File: src/design/tbrl_pkg.sv
// Shared types and constants for the token bucket rate limiter.
// No dependencies.
package tbrl_pkg;

    localparam int LEVEL_WIDTH_DEF = 64;
    localparam int RATE_W          = 20;
    localparam int TICK_W          = 32;
    localparam int LIMIT_W         = 52;
    localparam int REM_W           = 64;
    localparam int ADDR_W          = 4;

    localparam logic [ADDR_W-1:0] ADDR_RATE     = 4'h0;
    localparam logic [ADDR_W-1:0] ADDR_INTERVAL = 4'h4;
    localparam logic [ADDR_W-1:0] ADDR_WINDOW   = 4'h8;

    localparam logic REQ_ADD  = 1'b0;
    localparam logic REQ_TAKE = 1'b1;

    // Request word as it sits in the queue.
    typedef struct packed {
        logic              req_type;
        logic [TICK_W-1:0] elapsed_ticks;
        logic [TICK_W-1:0] take_count;
    } t_req;

    // Result word.
    typedef struct packed {
        logic                    granted;
        logic                    can_take;
        logic                    bucket_full;
        logic signed [REM_W-1:0] remaining_tokens;
    } t_rsp;

endpackage

File: src/design/tbrl_front.sv
// Front end: accepts request words into a two-entry queue.
// Depends on tbrl_pkg.
module tbrl_front (
    input  logic           i_clk,
    input  logic           i_rst_n,
    input  logic           i_valid,
    output logic           o_ready,
    input  tbrl_pkg::t_req i_data,
    output logic           o_valid,
    input  logic           i_ready,
    output tbrl_pkg::t_req o_data
);
    tbrl_pkg::t_req r_q [2];
    logic [1:0]     r_cnt;
    logic           r_rd, r_wr;
    logic           w_push, w_pop;

    assign o_ready = (r_cnt != 2'd2);
    assign o_valid = (r_cnt != 2'd0);
    assign o_data  = r_q[r_rd];
    assign w_push  = i_valid && o_ready;
    assign w_pop   = o_valid && i_ready;

    // Hold the payload words.
    always_ff @(posedge i_clk) begin
        if (w_push) begin
            r_q[r_wr] <= i_data;
        end
    end

    // Advance pointers and fill count.
    always_ff @(posedge i_clk) begin
        if (!i_rst_n) begin
            r_cnt <= 2'd0;
            r_rd  <= 1'b0;
            r_wr  <= 1'b0;
        end else begin
            if (w_push) r_wr <= ~r_wr;
            if (w_pop)  r_rd <= ~r_rd;
            r_cnt <= r_cnt + {1'b0, w_push} - {1'b0, w_pop};
        end
    end

    a_cnt_bound: assert property (@(posedge i_clk) disable iff (!i_rst_n)
        r_cnt != 2'd3) else $error("queue count overflow");
    a_no_pop_empty: assert property (@(posedge i_clk) disable iff (!i_rst_n)
        (r_cnt == 2'd0) |-> !w_pop) else $error("pop from empty queue");
    a_full_stall: assert property (@(posedge i_clk) disable iff (!i_rst_n)
        (r_cnt == 2'd2) |-> !w_push) else $error("push into full queue");
endmodule

File: config.mk
export PLATFORM = sky130hd
export DESIGN_NAME = tbrl_front
export DESIGN_NICKNAME = d
export VERILOG_FILES = /design/src/design/tbrl_pkg.sv /design/src/design/tbrl_front.sv
export SDC_FILE = /design/constraint.sdc
export NUM_CORES = 1
export LEC_CHECK = 0
export BUFFER_PORTS_ARGS = -buffer_cell sky130_fd_sc_hd__buf_2
export CAP_MARGIN = 20
export CORE_MARGIN = 3
export CORE_UTILIZATION = 45
export DETAILED_ROUTE_END_ITERATION = 16
export PLACE_DENSITY_LB_ADDON = 0.05
export SLEW_MARGIN = 0
export SYNTH_ARGS = -nofsm -noshare
export SYNTH_HDL_FRONTEND = slang
export SYNTH_SLANG_ARGS = --single-unit
File: constraint.sdc
create_clock -name i_clk -period 3.68 [get_ports i_clk]
set_input_delay 0.184 -clock i_clk [delete_from_list [all_inputs] [get_ports i_clk]]
set_output_delay 0.184 -clock i_clk [all_outputs]
set_load 0.005 [all_outputs]
==> metrics.txt <==
status=finished clean; sequential share of the synthesized area=0.780; GRT Total Usage=0.160; drt first pass iters=5; crit-path max FO=36; Cell Count, Final, Fillers Out=596; CTS resizes=0; vias in the first global route=2993; largest family of logic cells by synthesized area=multiplexers; unrepaired setup endpoints after global routing=false; Die Width=113 µm; Final ANT Viol Nets=0; clk_lat worst skew=400 ps; VDD IR max=0.387 mV; vias=2785; compound-gate portion of the synthesized area=0.00146; H-Tree Depth=4; root buffer cell=clkbuf_16; adder-cell share of the synthesized area=0.00488; diodes inserted=0; initial antenna violation count=0; Tightest Pin Transition=811 ps; vias per cell=4.67; endpoint class of the critical path=output port; TritonCTS buffer count=17; post-synth cell types=18; Ports=136; gpl congestion=0.699; DP Wirelength=6.11 mm; post-synthesis register bit count=135; min cycle time layout=2280 ps; Worst-path clk slew=50 ps; DRT iter0 DRCs=125; Slew Limit Headroom=0.460; Rows=38; largest net degree at the start of global routing=37; Final Hold Fails=0; HP Class=in -> reg; Core Region=0.0110 mm²; nets@finish=514; final clock skew=5.66 ps; WL per Instance=16.2 µm; total die area=0.0127 mm²; layout cells sized above 1=0.518; Worst Setup Start Kind=register; LEAKAGE=0.00284 µW; CTS tree=yes; FMAX=438 MHz; worst setup path category=reg -> out; Sink Count=135; DRC viols=0; Area growth, synth to finish=40.3%; syn_nets=297; die height=113 µm; port bufs=135; Initial Util=0.467; final wirelength=9.63 mm; max-slew violations=0; Synth Area in XOR/XNOR=0.00512; first-pass GRT wire length=15.3 mm; Mapped Cells=226; Max Cap Viol=0; Syn Std Cell Area=0.00513 mm²; Syn Area/Cell=22.7 µm²; Post-Synth Simple-Gate Area=0.0120; mux cell area share after synthesis=0.181; fin crit share=0.620; clk buf depth=2; pwr/cell area=647 mW/mm²; setup TNS=0 ps; Final Setup Violations=0; GRT overflow=0; CP Data Arrival Time=2100 ps; Placed Cells=499; Syn. warnings=0; Crit path required time=3500 ps
layer usage:
layer,share of wire,GRT usage
met1,0.45,0.206
met2,0.49,0.257
met3,0.056,0.0551
met4,0.0096,0.0529
met5,0,0
logic make-up after synthesis:
family,after synthesis
and+or+nand+nor,11
muxes,66
xor gates and xnor gates,3
buffers and inverters,8
DFF,135
AOI/OAI and AO/OA,1
adders and majority gates,2
layout by cell type, fill, tap and decap left out, drive strengths merged:
master	Yosys	layout
bufinv	0	2
o21a	1	1
nor2	1	1
dfxtp	5	5
mux2i	1	1
clkinvlp	0	3
nand2	2	2
nand2b	2	2
ha	2	2
edfxtp	130	130
clkinv	0	8
mux2	65	65
nor2b	2	2
or2	1	1
inv	1	2
buf	7	140
dlygate4sd3	0	65
xnor2	3	3
and3	1	1
and2	2	2
clkbuf	0	18
flip-flops by register name, summed over array words and instances, names as in the netlist, named ones only:
name and flops:
r_cnt 2, r_q 130, r_rd 1, r_wr 1
power breakdown:
group / total (µW) / switching, µW / internal (µW)
Combinational: 1010 / 407 / 607
Sequential: 2060 / 123 / 1930
Clock: 1580 / 595 / 987
timing repair:
action,4_1_cts,5_1_grt
buffers inserted,0,0
hold buffers,65,0
endpoints found under the hold margin,130,0
worst paths after layout:
path	startpoint	to	slack (ps)	cells after the start
max reg2reg	r_cnt[0]	r_q[1][39]	1780	3
min reg2reg	r_wr	r_wr	520	2
max	register	o_data[43]	1400	3
min	i_rst_n	r_cnt[1]	60	2
Yosys cell counts:
cell | number | area share
nor2b_1 | 2 | 0.0024
o21a_1 | 1 | 0.0015
nand2b_1 | 2 | 0.0024
mux2_2 | 15 | 0.033
ha_1 | 2 | 0.0049
and2_1 | 2 | 0.0024
mux2_4 | 50 | 0.15
buf_6 | 6 | 0.013
buf_2 | 1 | 0.00097
and3_1 | 1 | 0.0012
dfxtp_1 | 5 | 0.020
inv_1 | 1 | 0.00073
xnor2_1 | 3 | 0.0051
edfxtp_1 | 130 | 0.76
nand2_1 | 2 | 0.0015
nor2_1 | 1 | 0.00073
or2_2 | 1 | 0.0012
mux2i_1 | 1 | 0.0020
critical path, stage by stage, from the launching register on:
cell and delay (ps):
dfxtp_4 760, buf_4 440, mux2_4 330, buf_2 130
cell type report:
type,count,area [µm²]
clock buffer,18,429
clock inverter,14,134
fill,804,3790
inverter,1,3.75
multi-input combinational,83,1060
sequential,135,4010
tap,140,175
timing repair buffer,205,1390
stage by stage:
step | cell area [µm²] | setup slack (ps) | power [µW] | hold slack, ps | util
3_5_place_dp | 5980 | 1760 | 3070 | 375 | 0.545
3_3_place_gp | 5980 | 1790 | 3060 | 371 | 0.545
5_1_grt | 7200 | 1280 | 4880 | 66.8 | 0.655
4_1_cts | 7200 | 1350 | 4710 | 44.2 | 0.655
6_report | 7200 | 1400 | 4650 | 57.6 | 0.655
2_1_floorplan | 5130 | 955 | 2700 | 283 | -
Power figures use the tool's default switching activity.
